--- config.mk ---
export PLATFORM = sky130hd
export DESIGN_NAME = block_bitmap_allocator
export DESIGN_NICKNAME = d
export VERILOG_FILES = /design/src/rtl/core/bba_pkg.sv /design/src/rtl/core/block_bitmap_allocator.sv /design/src/rtl/core/bba_datapath.sv /design/src/rtl/core/bba_ctrl.sv
export SDC_FILE = /design/constraint.sdc
export NUM_CORES = 2
export LEC_CHECK = 0
export BUFFER_PORTS_ARGS = -buffer_cell sky130_fd_sc_hd__buf_2
export CAP_MARGIN = 25
export CORE_MARGIN = 5
export CORE_UTILIZATION = 55
export DETAILED_ROUTE_END_ITERATION = 8
export GPL_TIMING_DRIVEN = 0
export PLACE_DENSITY = 0.78
export SETUP_SLACK_MARGIN = 0.5
export SYNTH_ARGS = -nofsm -noshare
export SYNTH_HDL_FRONTEND = slang
export SYNTH_SLANG_ARGS = --single-unit
--- constraint.sdc ---
create_clock -name clk -period 15.7 [get_ports clk]
set_input_delay 3.14 -clock clk [delete_from_list [all_inputs] [get_ports clk]]
set_output_delay 3.14 -clock clk [all_outputs]
set_load 0.02 [all_outputs]
--- src/rtl/core/bba_pkg.sv ---
// ----------------------------------------------------------------------------
// bba_pkg
// Types and codes shared by the block bitmap allocator controller, datapath
// and top level.
// ----------------------------------------------------------------------------
`default_nettype none

package bba_pkg;

    localparam int BLOCK_W  = 12;
    localparam int STATUS_W = 2;
    localparam int CFG_W    = 13;

    localparam logic [CFG_W-1:0] CFG_RESET = 13'd4096;

    typedef enum logic
    {
        OP_ALLOC = 1'b0,
        OP_FREE  = 1'b1
    } opcode_t;

    typedef enum logic [STATUS_W-1:0]
    {
        ST_OK          = 2'd0,
        ST_FULL        = 2'd1,
        ST_DOUBLE_FREE = 2'd2,
        ST_RANGE       = 2'd3
    } status_t;

    // Commands from the controller to the datapath.
    typedef struct packed
    {
        logic    clr_step;
        logic    rd_zero;
        logic    alloc_start;
        logic    scan_next;
        logic    alloc_take;
        logic    free_start;
        logic    seek_step;
        logic    free_clear;
        logic    res_load;
        logic    res_grant;
        status_t res_code;
    } ctl_cmd_t;

    // Status from the datapath to the controller.
    typedef struct packed
    {
        logic clr_last;
        logic oor;
        logic past_limit;
        logic has_free;
        logic seek_done;
        logic bit_set;
    } dp_stat_t;

endpackage

`default_nettype wire

--- src/rtl/core/block_bitmap_allocator.sv ---
// ----------------------------------------------------------------------------
// block_bitmap_allocator
// First-fit block allocator over a one-bit-per-block use map held in a
// word-wide memory, with a controller and a datapath.
// ----------------------------------------------------------------------------
//  channel   direction  signals                              handshake
//  request   in         opcode, block_number                 start && !busy
//  result    out        allocated_block, status              done, one cycle
//  config    in         cfg_wr_data                          cfg_wr_en
//
//  An allocate scans the map words in order, up to the last word holding
//  blocks below the block count, paced by the one-word-per-cycle memory read.
//  A free seeks its block's word (block_number / MAP_WORD_BITS), then checks
//  and clears the bit; a free out of range is answered from idle. Results
//  are registered and cannot be stalled by the receiver. After reset, a
//  clearing pass zeroes the map word by word with busy high.
// ----------------------------------------------------------------------------
`default_nettype none

module block_bitmap_allocator #(
    parameter int MAX_BLOCKS    = 4096,
    parameter int MAP_WORD_BITS = 64
) (
    input  wire                            clk,
    input  wire                            rst_n,
    input  wire                            start,
    output logic                           busy,
    input  wire                            opcode,
    input  wire  [bba_pkg::BLOCK_W-1:0]    block_number,
    output logic                           done,
    output logic [bba_pkg::BLOCK_W-1:0]    allocated_block,
    output logic [bba_pkg::STATUS_W-1:0]   status,
    input  wire                            cfg_wr_en,
    input  wire  [bba_pkg::CFG_W-1:0]      cfg_wr_data
);

    bba_pkg::ctl_cmd_t cmd;
    bba_pkg::dp_stat_t stat;

    bba_ctrl u_ctrl (
        .clk    (clk),
        .rst_n  (rst_n),
        .start  (start),
        .opcode (opcode),
        .stat   (stat),
        .cmd    (cmd),
        .busy   (busy)
    );

    bba_datapath #(
        .MAX_BLOCKS    (MAX_BLOCKS),
        .MAP_WORD_BITS (MAP_WORD_BITS)
    ) u_datapath (
        .clk             (clk),
        .rst_n           (rst_n),
        .cfg_wr_en       (cfg_wr_en),
        .cfg_wr_data     (cfg_wr_data),
        .block_number    (block_number),
        .cmd             (cmd),
        .stat            (stat),
        .done            (done),
        .allocated_block (allocated_block),
        .status          (status)
    );

endmodule

`default_nettype wire

--- src/rtl/core/bba_datapath.sv ---
// ----------------------------------------------------------------------------
// bba_datapath
// Use map memory, block count register, word scan with lowest-free-bit
// search, block-to-word seek and the result registers.
// ----------------------------------------------------------------------------
`default_nettype none

module bba_datapath #(
    parameter int MAX_BLOCKS    = 4096,
    parameter int MAP_WORD_BITS = 64
) (
    input  wire                              clk,
    input  wire                              rst_n,
    input  wire                              cfg_wr_en,
    input  wire  [bba_pkg::CFG_W-1:0]        cfg_wr_data,
    input  wire  [bba_pkg::BLOCK_W-1:0]      block_number,
    input  bba_pkg::ctl_cmd_t                cmd,
    output bba_pkg::dp_stat_t                stat,
    output logic                             done,
    output logic [bba_pkg::BLOCK_W-1:0]      allocated_block,
    output logic [bba_pkg::STATUS_W-1:0]     status
);

    localparam int MAP_WORDS = (MAX_BLOCKS + MAP_WORD_BITS - 1) / MAP_WORD_BITS;
    localparam int WIDX_W    = (MAP_WORDS > 1) ? $clog2(MAP_WORDS) : 1;
    localparam int RD_W      = $clog2(MAP_WORDS + 1);
    localparam int BIT_W     = $clog2(MAP_WORD_BITS);
    localparam int CNT_W     = $clog2(MAP_WORDS * MAP_WORD_BITS + 1);
    localparam int AW        = (CNT_W > bba_pkg::CFG_W) ? CNT_W : bba_pkg::CFG_W;

    localparam logic [AW-1:0]            W_AW      = AW'(MAP_WORD_BITS);
    localparam logic [AW-1:0]            MAXB_AW   = AW'(MAX_BLOCKS);
    localparam logic [RD_W-1:0]          LAST_WORD = RD_W'(MAP_WORDS - 1);
    localparam logic [MAP_WORD_BITS-1:0] ONE_W     = MAP_WORD_BITS'(1);

    logic [MAP_WORD_BITS-1:0] map_mem [MAP_WORDS];

    logic [bba_pkg::CFG_W-1:0]    cfg_reg;
    logic [RD_W-1:0]              rd_word_reg,  rd_word_next;
    logic [WIDX_W-1:0]            chk_word_reg, chk_word_next;
    logic [AW-1:0]                chk_base_reg, chk_base_next;
    logic [AW-1:0]                offset_reg,   offset_next;
    logic [MAP_WORD_BITS-1:0]     rdata_reg;
    logic                         done_reg;
    logic [bba_pkg::BLOCK_W-1:0]  res_block_reg;
    bba_pkg::status_t             res_status_reg;

    logic [WIDX_W-1:0]            rd_idx;
    logic [AW-1:0]                limit;
    logic [AW-1:0]                rem;
    logic [MAP_WORD_BITS-1:0]     span_mask;
    logic [MAP_WORD_BITS-1:0]     free_bits;
    logic [MAP_WORD_BITS-1:0]     take_bit;
    logic [BIT_W-1:0]             take_pos;
    logic [AW-1:0]                grant;
    logic [MAP_WORD_BITS-1:0]     free_bit;
    logic                         mem_we;
    logic [WIDX_W-1:0]            wr_idx;
    logic [MAP_WORD_BITS-1:0]     wr_data;

    assign rd_idx = rd_word_reg[WIDX_W-1:0];

    // Counts above the map size behave as the map size.
    assign limit = (AW'(cfg_reg) > MAXB_AW) ? MAXB_AW : AW'(cfg_reg);

    // Lowest free block of the word under test, below the block count.
    assign rem = limit - chk_base_reg;

    always_comb
    begin
        for (int i = 0; i < MAP_WORD_BITS; i++)
        begin
            span_mask[i] = (AW'(i) < rem);
        end
    end

    assign free_bits = ~rdata_reg & span_mask;
    assign take_bit  = free_bits & (~free_bits + ONE_W);

    always_comb
    begin
        take_pos = '0;
        for (int i = 0; i < MAP_WORD_BITS; i++)
        begin
            if (take_bit[i])
            begin
                take_pos = take_pos | BIT_W'(i);
            end
        end
    end

    assign grant = chk_base_reg + AW'(take_pos);

    always_comb
    begin
        for (int i = 0; i < MAP_WORD_BITS; i++)
        begin
            free_bit[i] = (offset_reg[BIT_W-1:0] == BIT_W'(i));
        end
    end

    assign stat.clr_last   = (rd_word_reg == LAST_WORD);
    assign stat.oor        = (AW'(block_number) >= limit);
    assign stat.past_limit = (chk_base_reg >= limit);
    assign stat.has_free   = |free_bits;
    assign stat.seek_done  = (offset_reg < W_AW);
    assign stat.bit_set    = |(rdata_reg & free_bit);

    // Write port of the use map.
    always_comb
    begin
        mem_we  = 1'b0;
        wr_idx  = rd_idx;
        wr_data = '0;
        if (cmd.clr_step)
        begin
            mem_we = 1'b1;
        end
        else if (cmd.alloc_take)
        begin
            mem_we  = 1'b1;
            wr_idx  = chk_word_reg;
            wr_data = rdata_reg | take_bit;
        end
        else if (cmd.free_clear)
        begin
            mem_we  = 1'b1;
            wr_data = rdata_reg & ~free_bit;
        end
    end

    always_ff @(posedge clk)
    begin
        if (mem_we)
        begin
            map_mem[wr_idx] <= wr_data;
        end
        rdata_reg <= map_mem[rd_idx];
    end

    always_comb
    begin
        rd_word_next  = rd_word_reg;
        chk_word_next = chk_word_reg;
        chk_base_next = chk_base_reg;
        offset_next   = offset_reg;
        if (cmd.rd_zero)
        begin
            rd_word_next = '0;
        end
        else if (cmd.alloc_start)
        begin
            rd_word_next = RD_W'(1);
        end
        else if (cmd.clr_step || cmd.scan_next || cmd.seek_step)
        begin
            rd_word_next = rd_word_reg + RD_W'(1);
        end
        if (cmd.alloc_start)
        begin
            chk_word_next = '0;
            chk_base_next = '0;
        end
        else if (cmd.scan_next)
        begin
            chk_word_next = rd_idx;
            chk_base_next = chk_base_reg + W_AW;
        end
        if (cmd.free_start)
        begin
            offset_next = AW'(block_number);
        end
        else if (cmd.seek_step)
        begin
            offset_next = offset_reg - W_AW;
        end
    end

    always_ff @(posedge clk or negedge rst_n)
    begin
        if (!rst_n)
        begin
            cfg_reg     <= bba_pkg::CFG_RESET;
            rd_word_reg <= '0;
            done_reg    <= 1'b0;
        end
        else
        begin
            if (cfg_wr_en)
            begin
                cfg_reg <= cfg_wr_data;
            end
            rd_word_reg <= rd_word_next;
            done_reg    <= cmd.res_load;
        end
    end

    always_ff @(posedge clk)
    begin
        chk_word_reg <= chk_word_next;
        chk_base_reg <= chk_base_next;
        offset_reg   <= offset_next;
        if (cmd.res_load)
        begin
            res_block_reg  <= cmd.res_grant ? grant[bba_pkg::BLOCK_W-1:0] : '0;
            res_status_reg <= cmd.res_code;
        end
    end

    assign done            = done_reg;
    assign allocated_block = res_block_reg;
    assign status          = res_status_reg;

    a_take_onehot: assert property (@(posedge clk) disable iff (!rst_n)
        cmd.alloc_take |-> $onehot(take_bit))
        else $error("allocation does not select exactly one free bit");

    a_grant_below_limit: assert property (@(posedge clk) disable iff (!rst_n)
        cmd.alloc_take |-> (grant < limit))
        else $error("granted block lies at or above the block count");

    a_seek_bounded: assert property (@(posedge clk) disable iff (!rst_n)
        cmd.seek_step |-> (rd_word_reg < LAST_WORD))
        else $error("block seek ran past the last map word");

endmodule

`default_nettype wire

--- src/rtl/core/bba_ctrl.sv ---
// ----------------------------------------------------------------------------
// bba_ctrl
// Controller of the block bitmap allocator: clearing pass after reset,
// allocate word scan and free seek, check and write-back.
// ----------------------------------------------------------------------------
`default_nettype none

module bba_ctrl (
    input  wire                clk,
    input  wire                rst_n,
    input  wire                start,
    input  wire                opcode,
    input  bba_pkg::dp_stat_t  stat,
    output bba_pkg::ctl_cmd_t  cmd,
    output logic               busy
);

    typedef enum logic [4:0]
    {
        S_CLEAR  = 5'b00001,
        S_IDLE   = 5'b00010,
        S_ASCAN  = 5'b00100,
        S_FSEEK  = 5'b01000,
        S_FCHECK = 5'b10000
    } state_t;

    state_t state_reg, state_next;

    always_comb
    begin
        state_next = state_reg;
        cmd        = '0;
        cmd.res_code = bba_pkg::ST_OK;
        unique case (state_reg)
            S_CLEAR:
            begin
                cmd.clr_step = 1'b1;
                if (stat.clr_last)
                begin
                    cmd.rd_zero = 1'b1;
                    state_next  = S_IDLE;
                end
            end
            S_IDLE:
            begin
                if (start)
                begin
                    if (opcode == bba_pkg::OP_ALLOC)
                    begin
                        cmd.alloc_start = 1'b1;
                        state_next      = S_ASCAN;
                    end
                    else if (stat.oor)
                    begin
                        cmd.res_load = 1'b1;
                        cmd.res_code = bba_pkg::ST_RANGE;
                    end
                    else
                    begin
                        cmd.free_start = 1'b1;
                        cmd.rd_zero    = 1'b1;
                        state_next     = S_FSEEK;
                    end
                end
            end
            S_ASCAN:
            begin
                if (stat.past_limit)
                begin
                    cmd.res_load = 1'b1;
                    cmd.res_code = bba_pkg::ST_FULL;
                    cmd.rd_zero  = 1'b1;
                    state_next   = S_IDLE;
                end
                else if (stat.has_free)
                begin
                    cmd.alloc_take = 1'b1;
                    cmd.res_load   = 1'b1;
                    cmd.res_grant  = 1'b1;
                    cmd.rd_zero    = 1'b1;
                    state_next     = S_IDLE;
                end
                else
                begin
                    cmd.scan_next = 1'b1;
                end
            end
            S_FSEEK:
            begin
                if (stat.seek_done)
                begin
                    state_next = S_FCHECK;
                end
                else
                begin
                    cmd.seek_step = 1'b1;
                end
            end
            S_FCHECK:
            begin
                cmd.res_load = 1'b1;
                cmd.rd_zero  = 1'b1;
                if (stat.bit_set)
                begin
                    cmd.free_clear = 1'b1;
                end
                else
                begin
                    cmd.res_code = bba_pkg::ST_DOUBLE_FREE;
                end
                state_next = S_IDLE;
            end
            default:
            begin
                state_next = S_CLEAR;
            end
        endcase
    end

    always_ff @(posedge clk or negedge rst_n)
    begin
        if (!rst_n)
        begin
            state_reg <= S_CLEAR;
        end
        else
        begin
            state_reg <= state_next;
        end
    end

    assign busy = (state_reg != S_IDLE);

    // The clearing pass runs once, straight after reset.
    a_clear_once: assert property (@(posedge clk) disable iff (!rst_n)
        (state_reg != S_CLEAR) |=> (state_reg != S_CLEAR))
        else $error("clearing pass re-entered outside reset");

endmodule

`default_nettype wire

==> results.toml <==
[status]
outcome = "finished, final reports clean"

[sta]
relSlewSlack_pct = 22.3
worst_pin_slew_ps = 1160
post-route-period-util_pct = 63.9
fmax_ghz = 0.0997
maxSlewViolCount = 0
hold_viol_final = 0
post-route-min-period_ps = 10030
setup_viol = 0
finalSetupTns_ps = 0
skew_ps = 94.3
rsz0062_at_grt = "false"

[yosys]
synth-compound-area-share_pct = 1.91
syn_inst = 7236
synthFlopType = "edfxtp_1"
async_reset_ff_share_pct = 0.615
synth_mux_area_share_pct = 18.4
synth-edff-count = 4122
synth_cell_type_count = 91
ys_ff_latch = 4226
syn_nets = 7289
yosysWarnings = 0
avgSynthCellArea_um2 = 22.8
synth-simple-area-share_pct = 2.10
yosys.area_share.adder_pct = 0.179
synth_top_family_by_area = "multiplexers"
syn_area_um2 = 165000
seq_area_frac_synth_pct = 76.2
synth_xor_area_share_pct = 0.111

[cts]
cts.sinks = 4226
clk_pin_slew_ps = 60
clk-insertion-delay-late_ps = 1000
htreeDepth = 5
cts_buffer_depth = 4
cts_resized = 0
ctsHoldBuffers = 0
cts_tree = "done"
cts_root_buf = "clkbuf_16"
cts_setup_buffers = 0
cts_made_buffers = 403

[cells_and_area]
nets = 8196
final_common_cell = "edfxtp_1"
nFillCells = 18100
regArea_um2 = 126000
area_growth_pct = 17.2
layout-drive-gt1-share_pct = 31.9
multi_input_comb_area_um2 = 38600
stdcell_area_um2 = 194000
largest_reg_flops = 4096
final_cells = 12500
layout_common_cells = "4122 x edfxtp_1, 1344 x mux4_2, 407 x clkbuf_16, 326 x clkbuf_1, 219 x buf_12"

[worst_setup_path]
path_buf_inv = 13
cp-endpoint = "u_datapath.map_mem[38][20]"
ff2ff_path_depth = 25
crit_slowest_cell = "o41ai_2"
setup.worst_path.start_class = "register"
worstReg2RegStart = "u_datapath.cfg_reg[12]"
r2r-end = "u_datapath.map_mem[38][20]"
crit_start = "u_datapath.cfg_reg[12]"
cp_data_required_time_ps = 16360
slowest_delay_ps = 1100
path_delay_family = "buffers and inverters"
path_class = "register to register"
path_depth = 25
worst_path_most_repeated_cell = "buf_4"
critical_path.max_fanout = 10
worst-r2r-setup-slack_ps = 5670
cp.arrival_ps = 10690
endpoint_kind = "register"

[place]
place_hpwl_um = 361000
portBuffers = 45
placed_cell_area_um2 = 178000
placedCellCount = 11600
gp_congestion = 0.996

[power]
power.total_mw = 22.5
power_density_nw_per_um2 = 116
p_leak_nw = 48.0
peakVddDrop_uv = 104

[global_routing]
grt_pass1_vias = 90100
overflow = 0
antenna_found_initial = 47
grt_use_total_pct = 35.0
grt_pass1_wl_um = 744000
grt_max_degree = 65

[die]
die_y_um = 558
die_w_um = 558
ios = 46
rows = 201
initial_core_util_pct = 55.2
die_area_um2 = 312000
coreArea_um2 = 300000

[route]
post-route-drc-count = 0
routed_wirelength_um = 546000
drt_pass1_iterations = 6
wire_per_inst_um = 43.7
num_vias = 90700
via_per_inst = 7.26
drtIter0Drc = 16500
antenna_left = 0

[min_path]
hold_class = "register to register"
hp-start = "u_datapath.chk_base_reg[9]"
whs_path_depth = 2

[flow_run]
maxCapViolCount = 0
==> layout make-up <==
type	instances	share of cell area (%)
sequential	4226	65.1
multi-input combinational	2568	19.9
clock buffer	487	5.52
timing repair buffer	502	4.38
tap	3958	2.56
clock inverter	263	1.59
buffer	400	0.817
inverter	42	0.0814
antenna	55	0.0711
==> synth_stat cells, drive strengths merged (22+ instances only) <==
| cell | instances | area share [%] |
|---|---|---|
| a21oi | 163 | 0.50 |
| a22oi | 24 | 0.12 |
| a31oi | 52 | 0.24 |
| buf | 104 | 0.26 |
| clkbuf | 296 | 0.67 |
| dfrtp | 24 | 0.36 |
| dfxtp | 78 | 0.94 |
| edfxtp | 4122 | 75 |
| ha | 22 | 0.17 |
| inv | 41 | 0.093 |
| mux4 | 1344 | 18 |
| nand2 | 125 | 0.29 |
| nand3 | 46 | 0.14 |
| nand4 | 30 | 0.12 |
| nor2 | 233 | 0.53 |
| nor3 | 55 | 0.17 |
| nor4 | 37 | 0.20 |
| o21ai | 91 | 0.28 |
==> power breakdown <==
group / total [mW] / internal, mW / switching (mW)
Combinational: 0.151 / 0.0352 / 0.116
Sequential: 12.2 / 12.2 / 0.00541
Clock: 10.2 / 5.76 / 4.41
Total: 22.5 / 18.0 / 4.53
==> through the flow <==
stage               hold WS, ps  util (%)  setup WS (ps)
floorplan                   484         -           4090
global placement            512      56.9          -8780
detailed placement          511      59.5           6070
CTS                         533      64.1           6000
global route                570      64.6           5580
finish                      532      64.7           5670
==> per-layer routing <==
layer | vias up | track usage (%) | wire length (µm)
met5 | - | 0 | 151
met4 | 20 | 18.7 | 35800
met3 | 1598 | 10.4 | 72500
met2 | 8548 | 53.7 | 256000
met1 | 47500 | 45.8 | 181000
li1 | 33000 | - | -
==> worst min-delay path by stage <==
| stage | endpoint | slack [ps] |
|---|---|---|
| after detailed placement | u_datapath.chk_base_reg[12] | 510 |
| after global routing | u_datapath.chk_base_reg[9] | 570 |
| final | u_datapath.chk_base_reg[9] | 530 |
| after CTS | u_datapath.chk_base_reg[12] | 530 |
| after floorplan | u_datapath.chk_base_reg[12] | 480 |
| after global placement | u_datapath.offset_reg[12] | 510 |
==> logic make-up after synthesis <==
family          count (synthesis)
xor+xnor                       21
mux                          1364
fa+ha+maj                      23
simple gates                  677
compound gates                483
flops                        4226
buf+inv                       442
==> tightest hold or removal path: cells and delay by family (launching register included) <==
kind | cells | cell delay, ps
flops | 1 | 340
xor+xnor | 1 | 80
simple gates | 1 | 80
No activity file was read; power rests on OpenSTA's default activity.
